==> config.mk <==
export PLATFORM = sky130hd
export DESIGN_NAME = fhr_csum
export DESIGN_NICKNAME = d
export VERILOG_FILES = /design/src/flow_header_rewrite_engine_top_macros.svh /design/src/fhr_pkg.sv /design/src/fhr_csum.sv
export SDC_FILE = /design/constraint.sdc
export NUM_CORES = 1
export LEC_CHECK = 0
export ABC_AREA = 1
export BUFFER_PORTS_ARGS = -buffer_cell sky130_fd_sc_hd__buf_2
export CAP_MARGIN = 20
export CORE_UTILIZATION = 45
export DETAILED_ROUTE_END_ITERATION = 8
export PLACE_DENSITY = 0.79
export SETUP_SLACK_MARGIN = 0.3
export SLEW_MARGIN = 40
export SYNTH_ARGS = -nofsm -noshare
export SYNTH_HDL_FRONTEND = slang
export SYNTH_SLANG_ARGS = --single-unit
==> constraint.sdc <==
create_clock -name vclk -period 5.7
set_clock_uncertainty 0.05 [all_clocks]
set_input_delay 0.285 -clock vclk [all_inputs]
set_output_delay 0.285 -clock vclk [all_outputs]
set_load 0.1 [all_outputs]
==> src/flow_header_rewrite_engine_top_macros.svh <==
// Assertion macros shared by the files that assert.
`ifndef FLOW_HEADER_REWRITE_ENGINE_TOP_MACROS_SVH
`define FLOW_HEADER_REWRITE_ENGINE_TOP_MACROS_SVH
// Concurrent assertion on the rising edge, disabled during reset.
`define FHR_ASSERT(label, clk, rst_n, prop, msg) \
    label: assert property (@(posedge clk) disable iff (!rst_n) (prop)) else $error(msg);
// Concurrent assertion that also holds during reset.
`define FHR_ASSERT_ALWAYS(label, clk, prop, msg) \
    label: assert property (@(posedge clk) (prop)) else $error(msg);
`endif

==> src/fhr_pkg.sv <==
// ---------------------------------------------------------------------------
// fhr_pkg
// Types and constants of the flow header rewrite engine.
// ---------------------------------------------------------------------------
`timescale 1ns / 1ps
package fhr_pkg;
    localparam logic [15:0] ETH_IPV4    = 16'h0800;
    localparam logic [7:0]  PROTO_TCP   = 8'h06;
    localparam logic [15:0] EGRESS_ADJ  = 16'h0600;
    localparam logic [15:0] STRIP_BYTES = 16'd16;

    typedef enum logic [1:0] {
        ACT_PASS  = 2'd0,
        ACT_DECAP = 2'd1,
        ACT_EGR   = 2'd2
    } t_action;

    typedef struct packed {
        logic        command;
        logic        frame_long_enough;
        logic [15:0] ethertype;
        logic [31:0] udp_ports;
        logic [31:0] ip_saddr;
        logic [31:0] ip_daddr;
        logic [15:0] ip_total_length;
        logic [15:0] ip_ttl_protocol;
        logic [15:0] ip_checksum;
        logic [31:0] tcp_ports;
        logic [15:0] tcp_checksum;
        logic [63:0] proxy_addrs;
    } t_in_word;

    typedef struct packed {
        logic [1:0]  action;
        logic [31:0] new_saddr;
        logic [31:0] new_daddr;
        logic [15:0] new_total_length;
        logic [7:0]  new_protocol;
        logic [15:0] new_ip_checksum;
        logic [15:0] new_tcp_checksum;
        logic        table_full;
    } t_out_word;

    // One checksum update job for the shared unit.
    typedef struct packed {
        logic [15:0] chk;
        logic [31:0] oldw;
        logic [31:0] neww;
        logic        is_long;
    } t_csum_req;
endpackage

==> src/fhr_csum.sv <==
// ---------------------------------------------------------------------------
// fhr_csum
// Shared incremental checksum unit, single fold, one job per cycle.
// ---------------------------------------------------------------------------
`timescale 1ns / 1ps
module fhr_csum (
    input  fhr_pkg::t_csum_req i_req,
    output logic [15:0]        o_chk
);
    import fhr_pkg::*;
    logic [31:0] w_o;
    logic [18:0] w_sum;
    logic [16:0] w_fold;
    always_comb begin
        w_o = ~i_req.oldw;
        if (i_req.is_long) begin
            w_sum = {3'b0, ~i_req.chk} + {3'b0, w_o[31:16]} + {3'b0, w_o[15:0]}
                  + {3'b0, i_req.neww[31:16]} + {3'b0, i_req.neww[15:0]};
        end else begin
            w_sum = {3'b0, ~i_req.chk} + {3'b0, w_o[15:0]} + {3'b0, i_req.neww[15:0]};
        end
        w_fold = {14'b0, w_sum[18:16]} + {1'b0, w_sum[15:0]};
        o_chk  = ~w_fold[15:0];
    end
endmodule

# Yosys cells after proc, flatten, opt, wreduce, memory -nomap -nowiden
# Cells that the tools add are included.
# W data, S select, Z words.
# word_totals
register_bits	0
inputBits	81
# op_classes
n_addsub	7
muxes	1
n_bitwise	3
# op_table
op	n
$add A17 B16 Y18	2
$add A16 B16 Y17	2
$not A16 Y16	2
$not A32 Y32	1
$add A18 B16 Y19	1
$add A19 B16 Y19	1
$mux W19	1
$add A3 B16 Y16	1

# Longest topological paths before layout
# Gate-level depths: netlist (run 1).
# depth
ltp_word	8
ltp_mapped	31
ltp_nobuf	31

# Worst setup path after synthesis (run 1)
# OpenSTA, ideal clock, no wires.
# synth_timing
path_kind	in2out
startpoint	input port i_req[2] in the netlist's numbering
endpoint	output port o_chk[9]
arrival_ns	6.271
t_required_ns	5.365
slack_ns	-0.906
cell_stages	26
n_path_buf	0
path_cell_list	fa_1 inv_1 fa_1 fa_1 inv_1 ha_1 inv_1 fa_1 inv_1 nand3_1 nand2_2 nand2_1 nand2_1 nand3_1 nand2_1 nand2_1 nand3_1 o31ai_1 ha_1 nand3_1 nand2_1 nand2_1 nand3b_4 nor2_4 nand3_4 o21ai_0
# synth_via
elab_chain_len	4
elab_cells_between_ends	5
cone_classes	add/sub (3); mux (1); bitwise (1)
# synth_lines
item	line	text
start: declaration	fhr_csum.sv:7	input fhr_pkg::t_csum_req i_req,
$add A19 B16 Y19 / $add A17 B16 Y18 (equally long branches)	fhr_csum.sv:18, fhr_csum.sv:20	
$mux W19 (*)	fhr_csum.sv:16	if (i_req.is_long) begin
$add A3 B16 Y16 (*)	fhr_csum.sv:22	w_fold = {14'b0, w_sum[18:16]} + {1'b0, w_sum[15:0]};
$not A16 Y16 (*)	fhr_csum.sv:23	o_chk = ~w_fold[15:0];
end: declaration	fhr_csum.sv:8	output logic [15:0] o_chk
# Every way passes the cells marked *; elsewhere a longest branch is shown, timed or not.

# Worst setup path in the final report (run 1)
# layout_timing
startpoint	input port i_req[18] in the netlist's numbering
endpoint	output port o_chk[11]
# layout_via
elab_chain_len	5
# layout_lines
item	line	text
$add A18 B16 Y19	fhr_csum.sv:18	+ {3'b0, i_req.neww[31:16]} + {3'b0, i_req.neww[15:0]};
$add A19 B16 Y19	fhr_csum.sv:18	
$mux W19	fhr_csum.sv:16	
$add A3 B16 Y16	fhr_csum.sv:22	
$not A16 Y16	fhr_csum.sv:23	
# No other way between the ends.

==> results of run 1 <==
==> cell type report <==
type,count,share of cell area (%)
Inverter,214,14.22
Multi-Input combinational cell,463,69.16
Tap cell,129,2.858
Timing Repair Buffer,116,13.76
==> Yosys cell counts (all sizes together) <==
cell and number:
a21oi 23, a31oi 1, and2 2, buf 2
clkbuf 1, fa 65, ha 37, inv 214
nand2 189, nand3 77, nand3b 4, nand4 6
nor2 36, nor3 1, o21a 1, o21ai 6
o21bai 1, o22ai 1, o31ai 2, or2 1
xnor2 6, xor2 4
==> cell usage in the layout (no fill, tap or decap), types with 6 or more instances in the layout <==
cell and count:
sky130_fd_sc_hd__nand2_1 154, sky130_fd_sc_hd__nand4_1 6, sky130_fd_sc_hd__buf_12 9, sky130_fd_sc_hd__fa_1 62
sky130_fd_sc_hd__ha_4 15, sky130_fd_sc_hd__nor2_4 6, sky130_fd_sc_hd__buf_2 87, sky130_fd_sc_hd__inv_2 13
sky130_fd_sc_hd__a21oi_1 18, sky130_fd_sc_hd__nand3_1 68, sky130_fd_sc_hd__buf_4 17, sky130_fd_sc_hd__ha_1 20
sky130_fd_sc_hd__inv_1 201, sky130_fd_sc_hd__nand2_2 33, sky130_fd_sc_hd__nor2_1 28, sky130_fd_sc_hd__nand3_2 6
==> what timing repair did <==
action / in CTS / in global routing
gates resized for setup: 8 / 79
setup endpoints to repair: 6 / 11
setup buffers: 5 / 13
pin swaps: 5 / 47
hold endpoints to repair: 0 / 0
==> worst min-delay path, stage by stage <==
cell                      delay (ns)
sky130_fd_sc_hd__buf_2          0.26
sky130_fd_sc_hd__nand3_1        0.15
sky130_fd_sc_hd__nand2_1        0.06
sky130_fd_sc_hd__inv_1          0.07
sky130_fd_sc_hd__nand2_2        0.05
sky130_fd_sc_hd__nand2_2        0.05
sky130_fd_sc_hd__inv_2          0.04
sky130_fd_sc_hd__buf_12         0.15
==> power by group <==
group          switching [mW]  internal, mW
Clock                       0             0
Sequential                  0             0
Combinational            1.75         0.931
Total                    1.75         0.931
==> kinds of logic after synthesis <==
group | after synthesis | share of synthesized area (%)
and+or+nand+nor | 316 | 33.35
buffers and inverters | 217 | 19.04
adders and majority gates | 102 | 41.18
AOI/OAI and AO/OA | 35 | 4.381
xor gates and xnor gates | 10 | 2.044
==> path summary, 6_finish.rpt <==
check	from	endpoint	slack (ns)	depth (start not counted)
hold / removal	i_req[0]	o_chk[15]	1.36	8
setup / recovery	i_req[18]	o_chk[11]	0.39	30
==> metal layers <==
layer / track usage [%] / vias to the layer above / wire (µm)
met3: 0.7730 / 20 / 591
met2: 38.46 / 161 / 5206
li1: - / 2240 / -
met5: 0 / - / 0
met1: 26.42 / 1943 / 4420
met4: 4.299 / 0 / 284
==> through the flow <==
step | instances | total power [mW] | setup TNS (ns) | cell area, µm² | util (%)
floorplan | 680 | 1.770 | -0.2955 | 4363 | -
global placement | 904 | 2.274 | 0 | 5125 | 55.46
detailed placement | 904 | 2.298 | 0 | 5125 | 55.46
CTS | 909 | 2.333 | 0 | 5199 | 56.26
global route | 922 | 2.925 | 0 | 5648 | 61.12
finish | 922 | 2.683 | 0 | 5648 | 61.12
==> results.txt, run 1 <==
----------------------------------------------------
[Worst setup path]
  Max stage delay cell, worst path ... sky130_fd_sc_hd__fa_1
  Delay of the slowest critical-path stage ... 0.53 ns
  Cell repeated most along the worst path ... sky130_fd_sc_hd__nand2_2
  Max FO, Critical Path ... 4
  Required time worst endpoint ... 5.37 ns
  Buffering stage count on the worst path with inverters included ... 7
  Critical Path End Type ... primary output
  Worst endpoint data arrival time ... 4.97 ns
  Crit Path Class ... in2out
  Kind of start point of the critical path ... primary input
  Largest delay contributor family on the critical path ... adder cells

[Power]
  Maximum VDD drop ... 334.5 µV
  Power per unit of standard cell area ... 475.0 mW/mm²
  Static leakage ... 3.262 nW

[Layout]
  Total number of nets in the final design ... 978
  Area used by multi-input combinational logic ... 0.003906 mm²
  Inserted Diodes ... 0
  Clock buffers ... 0
  Seq cells ... 0
  Layout cells sized above 1 ... 27.24%
  Fillers ... 839
  Register area ... 0 µm²
  Area delta synth->final ... 31.83%

[Timing]
  Hold violation count in the final report ... 0
  RSZ-0062 raised after global routing ... yes
  Time the worst path needs with I/O delays and setup ... 5.305 ns
  Slew Limit Fails ... 0
  Worst hold slack ... 1.358 ns
  Highest clock rate ... 188.5 MHz
  Tightest Pin Transition ... 0.5047 ns
  Final worst-path setup slack ... 0.3946 ns
  Part of the cycle the worst path needs ... 93.08%
  Number of setup violations in the final report ... 0
  Slew HR ... 66.59%

[Placement]
  Routability congestion estimate ... 0.9490
  HPWL reported at the end of detailed placement ... 8700 µm
  Number of buffer cells added on primary ports ... 97
  Worst slack, placed ... 0.06965 ns

[Die]
  Overall die height ... 99.57 µm
  Chip Width ... 99.57 µm
  Core region area ... 0.009240 mm²
  Starting Density ... 46.36%
  Area of the die ... 0.009914 mm²
  # rows ... 35
  Count of boundary I/O pins ... 97

[Route]
  Number of design-rule violations left by the first detailed-router iteration ... 296
  Post-DRT Antenna Nets ... 0
  Drt wl/cell ... 11.39 µm
  DRC ... 0
  Via density per instance ... 4.733
  First-pass iteration count of the detailed router ... 5
  Aggregate routed wire length ... 10500 µm
  Total vias in the final route ... 4364

[Yosys]
  Cell taking the most area after synthesis ... sky130_fd_sc_hd__fa_1
  Post-synth top area share ... 30.37%
  Syn Std Cell Area ... 0.004284 mm²
  Portion of the post-synthesis area used by sequential elements ... 0%
  Number of cells produced by synthesis ... 680
  Unique cell type count in the Yosys netlist ... 31
  Yosys warnings ... 0
  Synth area leaders ... sky130_fd_sc_hd__fa_1 30%, sky130_fd_sc_hd__inv_1 18%, sky130_fd_sc_hd__nand2_1 16%
  Post-synthesis average cell area ... 6.300 µm²
  Post-Synthesis Net Count ... 863

[Global routing]
  Overall fraction of global-route tracks in use ... 20.60%
  Number of global-route vias before repair ... 4053
  Largest net degree at the start of global routing ... 22
  Antenna violations before repair ... 0
  First-pass GRT wire length ... 17100 µm
  Overflow left after global routing ... 0

[Min path]
  Class of the tightest hold or removal check ... in2out

[Run status]
  Outcome ... completed

[Run]
  Max-cap violations ... 0

[CTS]
  # hold bufs at CTS ... 0

----------------------------------------------------
No activity file was read; power rests on OpenSTA's default activity.
==> inputs of run 2 (changes only) <==
==> constraint.sdc (replaced) <==
create_clock -name vclk -period 5.3
set_clock_uncertainty 0.05 [all_clocks]
set_input_delay 0.265 -clock vclk [all_inputs]
set_output_delay 0.265 -clock vclk [all_outputs]
set_load 0.1 [all_outputs]
==> run 2 against run 1 <==
Die area unchanged. Cell count is 1.5% higher. Sequential share of layout area unchanged. Design area increased by 5.3%. Power grew 16%. Utilization up 3.2 points. Combinational power is 16% higher. Hold slack worse by 0.048 ns. Critical path depth stayed put. First-iteration DRC count down 39%. Flip-flop and latch count did not move. Critical endpoint is now o_chk[12]. Largest power group unchanged. Highest routed layer unchanged.
==> results.txt, run 2 (same netlist as run 1, synthesis figures left out) <==
----------------------------------------------------
[Min path]
  Endpoint of the worst hold-timing path ... o_chk[9]
  Class of the tightest hold or removal check ... in2out
  Hold path startpoint ... i_req[0]
  Depth of the worst hold-timing path ... 6

[Worst setup path]
  Cell repeated most along the worst path ... sky130_fd_sc_hd__nand2_2
  Crit Path Class ... in2out
  Delay of the slowest critical-path stage ... 0.52 ns
  Max FO, Critical Path ... 4
  Kind of start point of the critical path ... primary input
  Max stage delay cell, worst path ... sky130_fd_sc_hd__fa_1
  Worst endpoint data arrival time ... 4.87 ns
  Required time worst endpoint ... 4.99 ns
  Critical Path End Type ... primary output

[Global routing]
  First-pass GRT wire length ... 17930 µm
  Overall fraction of global-route tracks in use ... 21.66%
  Largest net degree at the start of global routing ... 22
  Number of global-route vias before repair ... 4217
  Antenna violations before repair ... 0
  Overflow left after global routing ... 0

[Timing]
  Part of the cycle the worst path needs ... 97.75%
  Total negative slack for setup checks ... 0 ns
  Time the worst path needs with I/O delays and setup ... 5.181 ns
  Tightest Pin Transition ... 0.4919 ns
  Slew Limit Fails ... 0
  Hold violation count in the final report ... 0
  Slew HR ... 67.21%
  Number of setup violations in the final report ... 0
  RSZ-0062 raised after global routing ... yes
  Highest clock rate ... 193.0 MHz

[Power]
  Maximum VDD drop ... 349.8 µV
  Overall power of the completed layout ... 3.120 mW
  Power per unit of standard cell area ... 524.8 mW/mm²
  Static leakage ... 3.386 nW

[Die]
  Count of boundary I/O pins ... 97
  Chip Width ... 99.57 µm
  # rows ... 35
  Core region area ... 0.009240 mm²
  Overall die height ... 99.57 µm
  Area of the die ... 0.009914 mm²
  Starting Density ... 46.36%

[Layout]
  Final std cell area, no fill ... 0.005944 mm²
  Seq cells ... 0
  Total number of nets in the final design ... 992
  Register area ... 0 µm²
  Layout cells sized above 1 ... 32.09%
  Inserted Diodes ... 0
  Clock buffers ... 0
  Area delta synth->final ... 38.76%
  Most common cell after layout, fill and taps aside ... sky130_fd_sc_hd__inv_1
  Commonest cells after routing, fill and taps aside ... 192 x sky130_fd_sc_hd__inv_1, 146 x sky130_fd_sc_hd__nand2_1, 79 x sky130_fd_sc_hd__buf_2

[Route]
  Total vias in the final route ... 4396
  Number of design-rule violations left by the first detailed-router iteration ... 182
  DRC ... 0
  Aggregate routed wire length ... 10430 µm
  First-pass iteration count of the detailed router ... 5
  Via density per instance ... 4.697
  Drt wl/cell ... 11.15 µm
  Post-DRT Antenna Nets ... 0

[Run]
  Max-cap violations ... 0

[Placement]
  Placed Area ... 0.005419 mm²
  Routability congestion estimate ... 0.9496
  Number of buffer cells added on primary ports ... 97
  HPWL reported at the end of detailed placement ... 8736 µm

[Run status]
  Outcome ... completed

[CTS]
  # hold bufs at CTS ... 0

----------------------------------------------------
==> run 2: timing repair <==
action	4_1_cts	5_1_grt
gates resized for setup	38	58
hold endpoints to repair	0	0
endpoints found under the setup margin	12	14
pin swaps	39	46
setup buffers	15	13
==> run 2: final cells by class <==
| type | count | area, µm² |
|---|---|---|
| Tap cell | 129 | 161.4 |
| Timing Repair Buffer | 130 | 953.4 |
| Inverter | 214 | 809.5 |
| Fill cell | 801 | 3296 |
| Multi-Input combinational cell | 463 | 4020 |
==> run 2: worst max-delay path by stage <==
stage	start	end	slack (ns)	cells after the start
5_1_grt	i_req[38]	o_chk[12]	-0.13	30
3_5_place_dp	i_req[11]	o_chk[12]	-0.16	28
6_report	i_req[18]	o_chk[12]	0.12	30
2_1_floorplan	i_req[3]	o_chk[10]	0.07	26
3_3_place_gp	i_req[3]	o_chk[12]	-0.15	29
4_1_cts	i_req[18]	o_chk[15]	0.19	31
==> run 2: worst max-delay path, delay by kind of cell <==
kind,cells,cell delay (ns)
xor gates and xnor gates,1,0.16
and+or+nand+nor,15,1.49
buffers and inverters,7,0.67
AOI/OAI and AO/OA,1,0.09
adders and majority gates,6,2.17
==> run 2: power breakdown <==
group	total [mW]	internal (mW)	switching, mW
registers	0	0	0
logic	3.12	1.16	1.96
clock network	0	0	0
==> run 2: metal layers <==
| layer | global-route usage (%) | up-vias | wire length (µm) |
|---|---|---|---|
| met5 | 0 | - | 0 |
| met4 | 5.769 | 0 | 377 |
| li1 | - | 2267 | - |
| met2 | 39.53 | 160 | 5040 |
| met3 | 0.7730 | 26 | 528 |
| met1 | 28.07 | 1943 | 4487 |
==> run 2: metrics by stage <==
step	utilization [%]	hold slack [ns]	setup slack (ns)	cells
after detailed placement	58.65	1.265	-0.1628	908
after CTS	61.41	1.260	0.1904	923
after global placement	58.65	1.260	-0.1531	908
final	64.33	1.310	0.1193	936
after floorplan	-	1.021	0.06989	680
after global routing	64.33	1.346	-0.1301	936
